===== config.mk =====
export PLATFORM = sky130hd
export DESIGN_NAME = vn_sqrt
export DESIGN_NICKNAME = d
export VERILOG_FILES = /design/src/rtl/assert_macros.svh /design/src/rtl/vn_pkg.sv /design/src/rtl/vn_sqrt.sv
export SDC_FILE = /design/constraint.sdc
export NUM_CORES = 2
export LEC_CHECK = 0
export ABC_AREA = 1
export BUFFER_PORTS_ARGS = -buffer_cell sky130_fd_sc_hd__buf_2
export CORE_MARGIN = 2
export CORE_UTILIZATION = 62
export DETAILED_ROUTE_END_ITERATION = 7
export HOLD_SLACK_MARGIN = 0.08
export PLACE_DENSITY = 0.87
export SKIP_CTS_REPAIR_TIMING = 1
export SKIP_LAST_GASP = 1
export SLEW_MARGIN = 20
export SYNTH_ARGS = -nofsm -noshare
export SYNTH_HDL_FRONTEND = slang
export SYNTH_SLANG_ARGS = --single-unit

===== constraint.sdc =====
create_clock -name i_clk -period 2.6 [get_ports i_clk]
set_input_delay 0 -clock i_clk [delete_from_list [all_inputs] [get_ports i_clk]]
set_output_delay 0 -clock i_clk [all_outputs]
set_load 0.005 [all_outputs]

===== src/rtl/assert_macros.svh =====
// Assertion macros used by the vector normalizer RTL.
// Depends on the including module providing i_clk and i_rst_n.
`ifndef ASSERT_MACROS_SVH
`define ASSERT_MACROS_SVH

// Check an implication on every clock outside reset.
`define ASSERT_IMPL(label, ante, cons, msg) \
    label: assert property (@(posedge i_clk) disable iff (!i_rst_n) (ante) |-> (cons)) \
        else $error(msg);

// Check that a condition never holds outside reset.
`define ASSERT_NEVER(label, cond, msg) \
    label: assert property (@(posedge i_clk) disable iff (!i_rst_n) !(cond)) \
        else $error(msg);

`endif


===== src/rtl/vn_pkg.sv =====
// Types and constants for the vector normalizer.
// No dependencies.
package vn_pkg;

    localparam int unsigned SQ_STAGES  = 24;
    localparam int unsigned DIV_STEPS  = 16;
    localparam int unsigned DIV_LAT    = DIV_STEPS + 2;

    typedef struct packed {
        logic signed [15:0] x_in;
        logic signed [15:0] y_in;
        logic signed [15:0] z_in;
    } t_vn_in;

    typedef struct packed {
        logic        [23:0] magnitude;
        logic signed [15:0] unit_x;
        logic signed [15:0] unit_y;
        logic signed [15:0] unit_z;
        logic               zero_vector;
    } t_vn_out;

    localparam logic signed [15:0] Q15_MAX = 16'sh7FFF;
    localparam logic signed [15:0] Q15_MIN = 16'sh8000;

endpackage


===== src/rtl/vn_sqrt.sv =====
// Pipelined integer square root of sum << 16, one result bit per stage.
// Depends on vn_pkg.
module vn_sqrt (
    input  logic        i_clk,
    input  logic        i_rst_n,
    input  logic        i_vld,
    input  logic [31:0] i_sum,
    output logic        o_vld,
    output logic [23:0] o_root
);
    import vn_pkg::*;

    logic        r_vld  [SQ_STAGES];
    logic [24:0] r_rem  [SQ_STAGES];
    logic [23:0] r_root [SQ_STAGES];
    logic [31:0] r_v    [SQ_STAGES];

    for (genvar g = 0; g < SQ_STAGES; g++) begin : g_stage
        logic        w_vld;
        logic [24:0] w_rem;
        logic [23:0] w_root;
        logic [31:0] w_v;
        logic [26:0] w_cur;
        logic [26:0] w_trial;
        logic [24:0] n_rem;
        logic [23:0] n_root;

        if (g == 0) begin : g_first
            assign w_vld  = i_vld;
            assign w_rem  = '0;
            assign w_root = '0;
            assign w_v    = i_sum;
        end else begin : g_next
            assign w_vld  = r_vld[g-1];
            assign w_rem  = r_rem[g-1];
            assign w_root = r_root[g-1];
            assign w_v    = r_v[g-1];
        end

        // bring down the next two radicand bits; zeros once the sum is used up
        always_comb begin
            w_cur   = {w_rem, w_v[31:30]};
            w_trial = {1'b0, w_root, 2'b01};
            if (w_cur >= w_trial) begin
                n_rem  = 25'(w_cur - w_trial);
                n_root = {w_root[22:0], 1'b1};
            end else begin
                n_rem  = w_cur[24:0];
                n_root = {w_root[22:0], 1'b0};
            end
        end

        always_ff @(posedge i_clk) begin
            if (!i_rst_n) begin
                r_vld[g] <= 1'b0;
            end else begin
                r_vld[g] <= w_vld;
            end
            r_rem[g]  <= n_rem;
            r_root[g] <= n_root;
            r_v[g]    <= {w_v[29:0], 2'b00};
        end
    end

    assign o_vld  = r_vld[SQ_STAGES-1];
    assign o_root = r_root[SQ_STAGES-1];

endmodule


==> flow_metrics.py <==
metrics = {
    "run_status": {
        "outcome": "complete, but fails checks",
        "violations": "design-rule violations",
    },
    "clock_tree": {
        "clk_latency_ps": 720,
        "cts-htree-levels": 3,
        "clock_path_buffers": 3,
        "clock_sinks": 1100,
        "cts.clk_slew.worst_paths_ps": 60,
        "root_buffer": "clkbuf_16",
        "cts_tree": "done",
        "numCtsBuffers": 108,
    },
    "die": {
        "ios": 60,
        "die_x_um": 304.9,
        "rows": 110,
        "core_um2": 89870,
        "die_h_um": 304.9,
        "start_util": 0.6244,
        "dieArea_um2": 92940,
    },
    "finish": {
        "num_antenna_cells": 0,
        "design_area_um2": 62220,
        "drive_above_1_share": 0.06475,
        "syn2layout_area_growth_pct": 10.88,
        "post_layout_nonfiller_instances": 9809,
        "final_cell_mix": "3014 x nand2_1, 1514 x inv_1, 1100 x dfxtp_1",
        "nFillCells": 7838,
        "layout.nets": 8895,
        "layout.cells.most_common": "nand2_1",
    },
    "route": {
        "drc_errors": 1,
        "drtAntennaViolNets": 0,
        "vias_per_cell": 5.187,
        "dr.pass1.iters": 8,
        "totalWireLength_um": 155400,
        "wire_per_inst_um": 15.84,
        "drt_iter0_drc": 4549,
        "via_count": 50880,
    },
    "place": {
        "io_buffer_count": 59,
        "dp_hpwl_um": 122300,
        "place_area_um2": 57680,
        "routabilityCongestion": 1.001,
        "dp_cells": 9537,
    },
    "sta": {
        "rsz0062_at_grt": "false",
        "clock_skew_ps": 24.80,
        "post-route-min-period_ps": 2450,
        "tightest_slew_ps": 855.7,
        "max_freq_mhz": 408.2,
        "max_slew_margin": 0.4235,
        "whs_ps": 93.84,
        "setup_viol": 0,
        "finalMaxSlewViolations": 0,
        "tns_ps": 0,
        "period_share": 0.9423,
        "hold_violations": 0,
    },
    "setup_path": {
        "crit_start": "r_root[1][29]",
        "cp_common_cell": "nand2_1",
        "worst-path-buf-inv": 3,
        "cp-endpoint": "r_rem[1][62]",
        "timing.rr.end": "r_rem[1][62]",
        "ff2ff_path_depth": 11,
        "cp.required_ps": 3220,
        "cp.arrival_ps": 3070,
        "cpLargestDelayFamily": "simple AND/OR/NAND/NOR gates",
        "crit_type": "register to register",
        "crit_slowest_cell": "o21ai_1",
        "crit_chain": "inv_1, ha_1, nand2_1, nor2_1, inv_1, o21ai_1, nand2_1, nand3_1, nand2_1, nand2_1, inv_1",
        "cpPeakStageDelay_ps": 500,
        "reg2reg_slack_ps": 150,
        "cp.depth": 11,
        "startpoint_type": "register",
        "timing.rr.start": "r_root[1][29]",
        "critPathMaxFanout": 4,
        "critPathCaptureType": "register",
    },
    "logic_synthesis": {
        "ys.flop_type": "dfxtp_1",
        "synthAdderAreaFrac": 0.07161,
        "avgSynthCellArea_um2": 6.741,
        "yosys.area.top_type": "dfxtp_1",
        "muxShareOfSynthArea": 0,
        "async_reset_ff_frac": 0,
        "synth_xor_area_frac": 0.02747,
        "synth.area.top_cells": "dfxtp_1 39%, nand2_1 20%, inv_1 10%",
        "syn_area_um2": 56120,
        "synth_top_family_by_area": "simple AND/OR/NAND/NOR gates",
        "yosysWarnings": 0,
        "synthSimpleGateAreaFrac": 0.3430,
        "netlist_instances": 8325,
        "syn_nets": 8677,
        "synth_compound_gate_area_share": 0.04974,
        "yosysSeqAreaShare": 0.3924,
        "ys_types": 60,
        "synth_edf_count": 0,
        "synth_seq_cells": 1100,
        "synth_top_area_frac": 0.3924,
    },
    "global_routing": {
        "antenna_found_initial": 3,
        "overflow": 0,
        "grt_max_degree": 27,
        "grt_pass1_vias": 48370,
        "grt_first_pass_wirelength_um": 244800,
        "groute.usage.overall": 0.3258,
    },
    "power_and_ir_drop": {
        "leakagePower_nw": 34.85,
        "irDropWorstVdd_v": 0.0006553,
        "powerDensity_nw_per_um2": 912.8,
    },
    "job": {
        "cap_violations": 0,
    },
    "worst_hold_path": {
        "hp-class": "primary input to register",
    },
}
worst register-to-register path: stages, from the launching register on:
cell     delay (ps)
dfxtp_1         460
inv_1            70
ha_1            360
nand2_1         140
nor2_1          340
inv_1            70
o21ai_1         500
nand2_1         140
nand3_1         100
nand2_1          80
nand2_1          60
inv_1            30
metrics by stage:
stage / setup WS (ps) / utilization / total power, W
after floorplan: 743.7 / - / 0.03474
after global placement: -60.08 / 0.6417 / 0.03977
after detailed placement: -37.22 / 0.6417 / 0.04001
after CTS: -50.45 / 0.6840 / 0.05653
after global routing: 31.71 / 0.6923 / 0.06007
final: 150.0 / 0.6923 / 0.05680
report_power, final:
part | total (W) | switching [W] | internal (W)
clock network | 0.0165 | 0.00695 | 0.00950
registers | 0.0234 | 0.00316 | 0.0202
logic | 0.0170 | 0.0112 | 0.00582
total | 0.0568 | 0.0213 | 0.0355
final cells by class:
type / count / area [µm²] / share of cell area
Clock inverter: 63 / 867.1 / 0.01394
Inverter: 1567 / 5894 / 0.09473
Sequential cell: 1100 / 22020 / 0.3539
Clock buffer: 137 / 2932 / 0.04711
Multi-Input combinational cell: 5588 / 27630 / 0.4440
Timing Repair Buffer: 178 / 1411 / 0.02268
Tap cell: 1176 / 1471 / 0.02365
registers in the layout, indices dropped and copies added, names as in the netlist:
signal / cells
r_rem: 536
r_root: 300
r_v: 240
r_vld: 24
cells in the mapped netlist (3+ instances only):
master,instances
or2_2,17
o211ai_1,6
nand2_4,3
buf_2,17
nand2_2,43
a21oi_2,51
o21bai_1,4
and2_1,18
clkinv_1,3
inv_1,1514
dfxtp_1,1100
o21ai_1,43
nand3_1,525
nand3_2,12
nor3_2,5
buf_6,19
o21ai_0,96
nor2_2,39
xor2_1,126
inv_2,47
clkbuf_1,3
o21ai_2,18
a21boi_0,4
buf_4,24
nand4_1,121
ha_1,310
nor2_4,15
nor2_1,661
nand3b_1,72
nor3_1,46
a21oi_1,247
and3_1,5
nand2_1,3014
xnor2_1,50
buf_8,6
fa_1,7
a21boi_1,4
worst min-delay path by stage:
stage,from,endpoint,slack [ps],cells past startpoint
after floorplan,i_sum[0],r_v[0][0],30,0
after global placement,i_sum[22],r_v[0][22],100,1
after detailed placement,i_sum[15],r_v[0][15],100,1
after CTS,i_sum[15],r_v[0][15],-660,1
after global routing,i_sum[31],r_root[0][0],90,3
final,i_sum[31],r_root[0][0],90,3
logic make-up (layout without fill, tap and decap cells):
logic type,Yosys count,count (layout)
and+or+nand+nor,4611,4611
DFF,1100,1100
other,1,1
buffers and inverters,1637,1945
AOI/OAI and AO/OA,483,483
adders and majority gates,317,317
xor gates and xnor gates,176,176
layer usage:
metal / vias to the layer above / global-route usage / wire (µm)
met4: 6 / 0.1248 / 5812
met3: 370 / 0.04283 / 10080
met1: 22970 / 0.4314 / 69220
met5: - / 0 / 45
li1: 25800 / - / -
met2: 1728 / 0.5412 / 70230
Power figures use the tool's default switching activity.
