--- src/rtl/assert_macros.svh ---
// Assertion macros used by the vector normalizer RTL.
// Depends on the including module providing i_clk and i_rst_n.
`ifndef ASSERT_MACROS_SVH
`define ASSERT_MACROS_SVH

// Check an implication on every clock outside reset.
`define ASSERT_IMPL(label, ante, cons, msg) \
    label: assert property (@(posedge i_clk) disable iff (!i_rst_n) (ante) |-> (cons)) \
        else $error(msg);

// Check that a condition never holds outside reset.
`define ASSERT_NEVER(label, cond, msg) \
    label: assert property (@(posedge i_clk) disable iff (!i_rst_n) !(cond)) \
        else $error(msg);

`endif

--- src/rtl/vn_pkg.sv ---
// Types and constants for the vector normalizer.
// No dependencies.
package vn_pkg;

    localparam int unsigned SQ_STAGES  = 24;
    localparam int unsigned DIV_STEPS  = 16;
    localparam int unsigned DIV_LAT    = DIV_STEPS + 2;

    typedef struct packed {
        logic signed [15:0] x_in;
        logic signed [15:0] y_in;
        logic signed [15:0] z_in;
    } t_vn_in;

    typedef struct packed {
        logic        [23:0] magnitude;
        logic signed [15:0] unit_x;
        logic signed [15:0] unit_y;
        logic signed [15:0] unit_z;
        logic               zero_vector;
    } t_vn_out;

    localparam logic signed [15:0] Q15_MAX = 16'sh7FFF;
    localparam logic signed [15:0] Q15_MIN = 16'sh8000;

endpackage

--- src/rtl/vn_div.sv ---
// Pipelined restoring divider: (a << 23) / mag with Q1.15 saturation and sign.
// Depends on vn_pkg.
module vn_div (
    input  logic               i_clk,
    input  logic               i_rst_n,
    input  logic               i_vld,
    input  logic        [15:0] i_a,
    input  logic               i_neg,
    input  logic        [23:0] i_mag,
    output logic               o_vld,
    output logic signed [15:0] o_q
);
    import vn_pkg::*;

    logic        r_p_vld;
    logic [23:0] r_p_rem;
    logic [23:0] r_p_mag;
    logic        r_p_neg;
    logic        r_p_ovf;

    logic        r_vld [DIV_STEPS];
    logic [23:0] r_rem [DIV_STEPS];
    logic [15:0] r_q   [DIV_STEPS];
    logic [23:0] r_mag [DIV_STEPS];
    logic        r_neg [DIV_STEPS];
    logic        r_ovf [DIV_STEPS];

    logic               r_o_vld;
    logic signed [15:0] r_o_q;

    logic [23:0] w_a7;
    logic        w_ovf;
    assign w_a7  = {1'b0, i_a, 7'b0};
    // quotient reaches 2^16 exactly when (a << 7) >= mag
    assign w_ovf = (w_a7 >= i_mag);

    always_ff @(posedge i_clk) begin
        if (!i_rst_n) begin
            r_p_vld <= 1'b0;
        end else begin
            r_p_vld <= i_vld;
        end
        r_p_rem <= w_ovf ? '0 : w_a7;
        r_p_mag <= i_mag;
        r_p_neg <= i_neg;
        r_p_ovf <= w_ovf;
    end

    for (genvar g = 0; g < DIV_STEPS; g++) begin : g_step
        logic        w_vld;
        logic [23:0] w_rem;
        logic [15:0] w_q;
        logic [23:0] w_mag;
        logic        w_neg;
        logic        w_ovf_s;
        logic [24:0] w_cur;
        logic [23:0] n_rem;
        logic        n_bit;

        if (g == 0) begin : g_first
            assign w_vld   = r_p_vld;
            assign w_rem   = r_p_rem;
            assign w_q     = '0;
            assign w_mag   = r_p_mag;
            assign w_neg   = r_p_neg;
            assign w_ovf_s = r_p_ovf;
        end else begin : g_next
            assign w_vld   = r_vld[g-1];
            assign w_rem   = r_rem[g-1];
            assign w_q     = r_q[g-1];
            assign w_mag   = r_mag[g-1];
            assign w_neg   = r_neg[g-1];
            assign w_ovf_s = r_ovf[g-1];
        end

        always_comb begin
            w_cur = {w_rem, 1'b0};
            if (w_cur >= {1'b0, w_mag}) begin
                n_rem = 24'(w_cur - {1'b0, w_mag});
                n_bit = 1'b1;
            end else begin
                n_rem = w_cur[23:0];
                n_bit = 1'b0;
            end
        end

        always_ff @(posedge i_clk) begin
            if (!i_rst_n) begin
                r_vld[g] <= 1'b0;
            end else begin
                r_vld[g] <= w_vld;
            end
            r_rem[g] <= n_rem;
            r_q[g]   <= {w_q[14:0], n_bit};
            r_mag[g] <= w_mag;
            r_neg[g] <= w_neg;
            r_ovf[g] <= w_ovf_s;
        end
    end

    logic [15:0]        w_qf;
    logic               w_neg_f;
    logic               w_ovf_f;
    logic signed [15:0] n_o_q;
    assign w_qf    = r_q[DIV_STEPS-1];
    assign w_neg_f = r_neg[DIV_STEPS-1];
    assign w_ovf_f = r_ovf[DIV_STEPS-1];

    always_comb begin
        if (w_neg_f) begin
            if (w_ovf_f || (w_qf > 16'h8000)) begin
                n_o_q = Q15_MIN;
            end else begin
                n_o_q = 16'sh0 - $signed(w_qf);
            end
        end else begin
            if (w_ovf_f || w_qf[15]) begin
                n_o_q = Q15_MAX;
            end else begin
                n_o_q = $signed(w_qf);
            end
        end
    end

    always_ff @(posedge i_clk) begin
        if (!i_rst_n) begin
            r_o_vld <= 1'b0;
        end else begin
            r_o_vld <= r_vld[DIV_STEPS-1];
        end
        r_o_q <= n_o_q;
    end

    assign o_vld = r_o_vld;
    assign o_q   = r_o_q;

endmodule

--- config.mk ---
export PLATFORM = sky130hd
export DESIGN_NAME = vn_div
export DESIGN_NICKNAME = d
export VERILOG_FILES = /design/src/rtl/assert_macros.svh /design/src/rtl/vn_pkg.sv /design/src/rtl/vn_div.sv
export SDC_FILE = /design/constraint.sdc
export NUM_CORES = 2
export LEC_CHECK = 0
export BUFFER_PORTS_ARGS = -buffer_cell sky130_fd_sc_hd__buf_2
export CORE_MARGIN = 5
export CORE_UTILIZATION = 33
export CTS_BUF_LIST = sky130_fd_sc_hd__clkbuf_2 sky130_fd_sc_hd__clkbuf_4 sky130_fd_sc_hd__clkbuf_8
export CTS_CLUSTER_DIAMETER = 100
export CTS_CLUSTER_SIZE = 8
export DETAILED_ROUTE_END_ITERATION = 6
export PLACE_DENSITY_LB_ADDON = 0.2
export SETUP_SLACK_MARGIN = 0.05
export SYNTH_ARGS = -nofsm -noshare
export SYNTH_HDL_FRONTEND = slang
export SYNTH_SLANG_ARGS = --single-unit
--- constraint.sdc ---
create_clock -name i_clk -period 6.7 [get_ports i_clk]
set_input_delay 1.005 -clock i_clk [delete_from_list [all_inputs] [get_ports i_clk]]
set_output_delay 1.005 -clock i_clk [all_outputs]
set_load 0.005 [all_outputs]
==> key figures <==
Clock network
  – Hold Buf Count CTS: 0
  – Clock-pin slew on the worst setup and hold paths: 0.06 ns
  – CTS tree: built
  – H-tree depth: 4
  – Clock Latency Late Sink: 0.82 ns
  – Worst-case clock buffer depth: 3
  – Total CTS buffers: 139
  – Root buffer cell: clkbuf_8
  – TritonCTS sink count: approximately 960
  – Postcts setup bufs: 0
  – CTS resizes: 0

Synth
  – Post-synth EDFFs: 0
  – Post-synth ARST share: 0
  – Synth unique cells: 84
  – Yosys warns: 0
  – Syn_area_per_cell: a little under 10 um2
  – Largest cells by area after synthesis: dfxtp_1 44%, ha_1 11%, mux2_2 6.5%
  – Synthesized instance count: between 4000 and 5000
  – Synthesized area: around 44000 um2
  – Seq/Total Area, Yosys: 0.4421
  – Synth top area share: 0.4421
  – Top FF cell, synth: dfxtp_1
  – Flops & latches, synth: 964
  – Largest area contributor in the netlist: dfxtp_1
  – Synthesized Nets: a little under 5000

Global route
  – Pin count of the biggest net entering global routing: 47
  – Initial antenna violation count: 3
  – Total Routing Usage GR: 0.1473
  – Grt total ovfl: 0
  – Vias in the first global route: 30115
  – First-pass GRT wire length: roughly 170000 um

Floorplanning
  – Initial cell density of the core: 0.3321
  – Core box area: 131500 um2
  – Die width: between 300 and 400 um
  – Die height: ~370 um
  – Row count: 133
  – DIE AREA: between 100000 and 150000 um2
  – Ports: 61

Final layout
  – Register area: between 15000 and 20000 um2
  – Layout Nets: 5053
  – FILL cells: roughly 13000
  – Layout cells sized above 1: 0.1146
  – Non-Filler Instances: ~6400
  – Layout Area Growth over Synthesis: 9.983%
  – Area occupied by multi-input gates: about 22000 um2
  – Layout Utilization: 0.3652

Place
  – Final HPWL DP: ~82000 um
  – PortBufs: 60
  – Placed insts: approximately 6200
  – Routability congestion estimate from global placement: 0.8331

Routing
  – Drc violations: 0
  – Iteration-0 DRC Markers: approximately 1700
  – Overall routed net length: about 100000 um
  – Vias/cell: a little under 5
  – Via count: about 30000
  – Post-route antenna net violation count: 0
  – Drt first pass iters: 5
  – Drt wl/cell: 16.43 um

STA
  – Clock Skew: around 0.039 ns
  – Final period util: 0.5861
  – Worst-margin pin slew: around 1.1 ns
  – Final Hold Fails: 0
  – WHS: a little over 0.3 ns
  – Setup TNS: 0 ns
  – Crit path time final: 3.927 ns
  – Final-report setup violation count: 0
  – Max-slew headroom: 0.2481
  – Max Freq: between 200 and 300 MHz
  – RSZ-0062 raised after global routing: no
  – Max Slew Vio Count: 0

Pwr
  – Total power: 24.81 mW
  – Power per cell area: between 500 and 600 nW/um2
  – Pleak: between 20 and 25 nW
  – Worst vdd ir: around 180 uV

Setup path
  – Kind of critical path: flop to flop
  – Crit path launch type: flop
  – Critical path's largest stage delay: between 0.5 and 0.6 ns
  – Worst Path Arrival: 4.61 ns
  – CP Cell Sequence: inv_1, ha_1, nor2b_1, o31a_1, o21ai_1, a21oi_1, o31ai_1, a32oi_1, a31oi_1, a41oi_4, mux2_2
  – Req. time, crit path: 7.38 ns
  – Critical path endpoint category: flop
  – CP Max Fanout: 25
  – CP max-delay cell: a41oi_4

Status
  – Status: finished clean

Min path
  – Hold WC Path Type: flop to flop

Run
  – Max Cap Violations: 0
-- synthesized netlist by cell type (all sizes together), types with 18 or more instances --
master / number
nor3: 70
o211ai: 23
mux2i: 22
inv: 495
nand2b: 42
a21boi: 18
mux2: 254
o21a: 64
or3: 21
nor2: 209
a211oi: 26
buf: 32
nor4: 18
xnor2: 181
a21o: 156
o21ai: 236
nor2b: 59
clkbuf: 52
and3: 26
dfxtp: 964
ha: 393
a21oi: 269
o21bai: 34
and2: 58
nand3: 69
and4: 21
o31a: 22
o31ai: 30
xor2: 98
nand2: 245
nand4: 51
a31oi: 40
-- path summary, 6_finish.rpt --
kind	start	to	slack, ns	cells past startpoint
max	r_mag[1][121]	r_rem[1][161]	2.77	11
min	r_q[1][93]	r_q[1][110]	0.30	0
min reg2reg	r_q[1][93]	r_q[1][110]	0.30	0
max reg2reg	r_mag[1][121]	r_rem[1][161]	2.77	11
-- cell type report --
cell class | instances | share of cell area
multi-input cells | 2928 | 0.4616
flip-flops and latches | 964 | 0.4020
well taps | 1755 | 0.04574
clock buffers | 147 | 0.04214
inverters | 495 | 0.03870
repair buffers | 74 | 0.008444
clock inverters | 8 | 0.001355
diodes | 1 | 0.00005212
-- power breakdown --
group	switching, mW	internal [mW]
registers	1.10	7.54
clock network	2.06	1.95
logic	6.36	5.81
total	9.51	15.3
-- per-layer routing --
layer / vias up / share of wire / global-route usage
li1: 15728 / - / -
met1: 14158 / 0.48 / 0.1968
met2: 531 / 0.46 / 0.2413
met3: 178 / 0.042 / 0.02737
met4: 0 / 0.023 / 0.04635
met5: - / 0 / 0
-- critical path, delay by kind of cell, from the launching register on --
kind	cells	cell delay (ns)
AOI/OAI and AO/OA	7	2.48
muxes	1	0.46
DFF	1	0.36
adders and majority gates	1	0.29
and+or+nand+nor	1	0.15
buffers and inverters	1	0.06
-- cells in the final DEF (no fill, tap or decap), drive strengths merged, types with 14 or more instances in the layout --
| cell type | count |
|---|---|
| dfxtp | 964 |
| inv | 497 |
| ha | 393 |
| a21oi | 269 |
| mux2 | 254 |
| nand2 | 245 |
| o21ai | 236 |
| nor2 | 209 |
| xnor2 | 181 |
| a21o | 156 |
| clkbuf | 147 |
| xor2 | 98 |
| buf | 74 |
| nor3 | 70 |
| nand3 | 69 |
| o21a | 64 |
| nor2b | 59 |
| and2 | 58 |
| nand4 | 51 |
| nand2b | 42 |
| a31oi | 40 |
| o21bai | 34 |
| o31ai | 30 |
| a211oi | 26 |
| and3 | 26 |
| o211ai | 23 |
| o31a | 22 |
| mux2i | 22 |
| or3 | 21 |
| and4 | 21 |
| nor4 | 18 |
| a21boi | 18 |
| o311ai | 15 |
| or2 | 15 |
| fa | 14 |
-- through the flow --
step | setup WS [ns] | cell area [um2]
floorplan | 3.510 | 43650
global placement | 2.825 | 45920
detailed placement | 2.806 | 45920
CTS | 2.789 | 48010
global route | 2.465 | 48010
finish | 2.773 | 48010
-- logic make-up after synthesis --
group                      Yosys count  synth area share
AOI/OAI and AO/OA                 1035            0.1548
DFF                                964            0.4421
and+or+nand+nor                    931            0.1061
buffers and inverters              579           0.05142
adders and majority gates          407            0.1191
xor gates and xnor gates           279           0.05598
muxes                              276           0.07057
-- sequential cells by signal, indices dropped and copies added, names as in the netlist --
name / cells
r_mag: 360
r_rem: 360
r_q: 136
g_step.w_mag: 24
g_step.w_rem: 16
o_q: 16
r_neg: 16
r_ovf: 16
r_vld: 16
g_step.w_neg: 1
g_step.w_ovf_s: 1
g_step.w_vld: 1
o_vld: 1
Power figures use the tool's default switching activity.
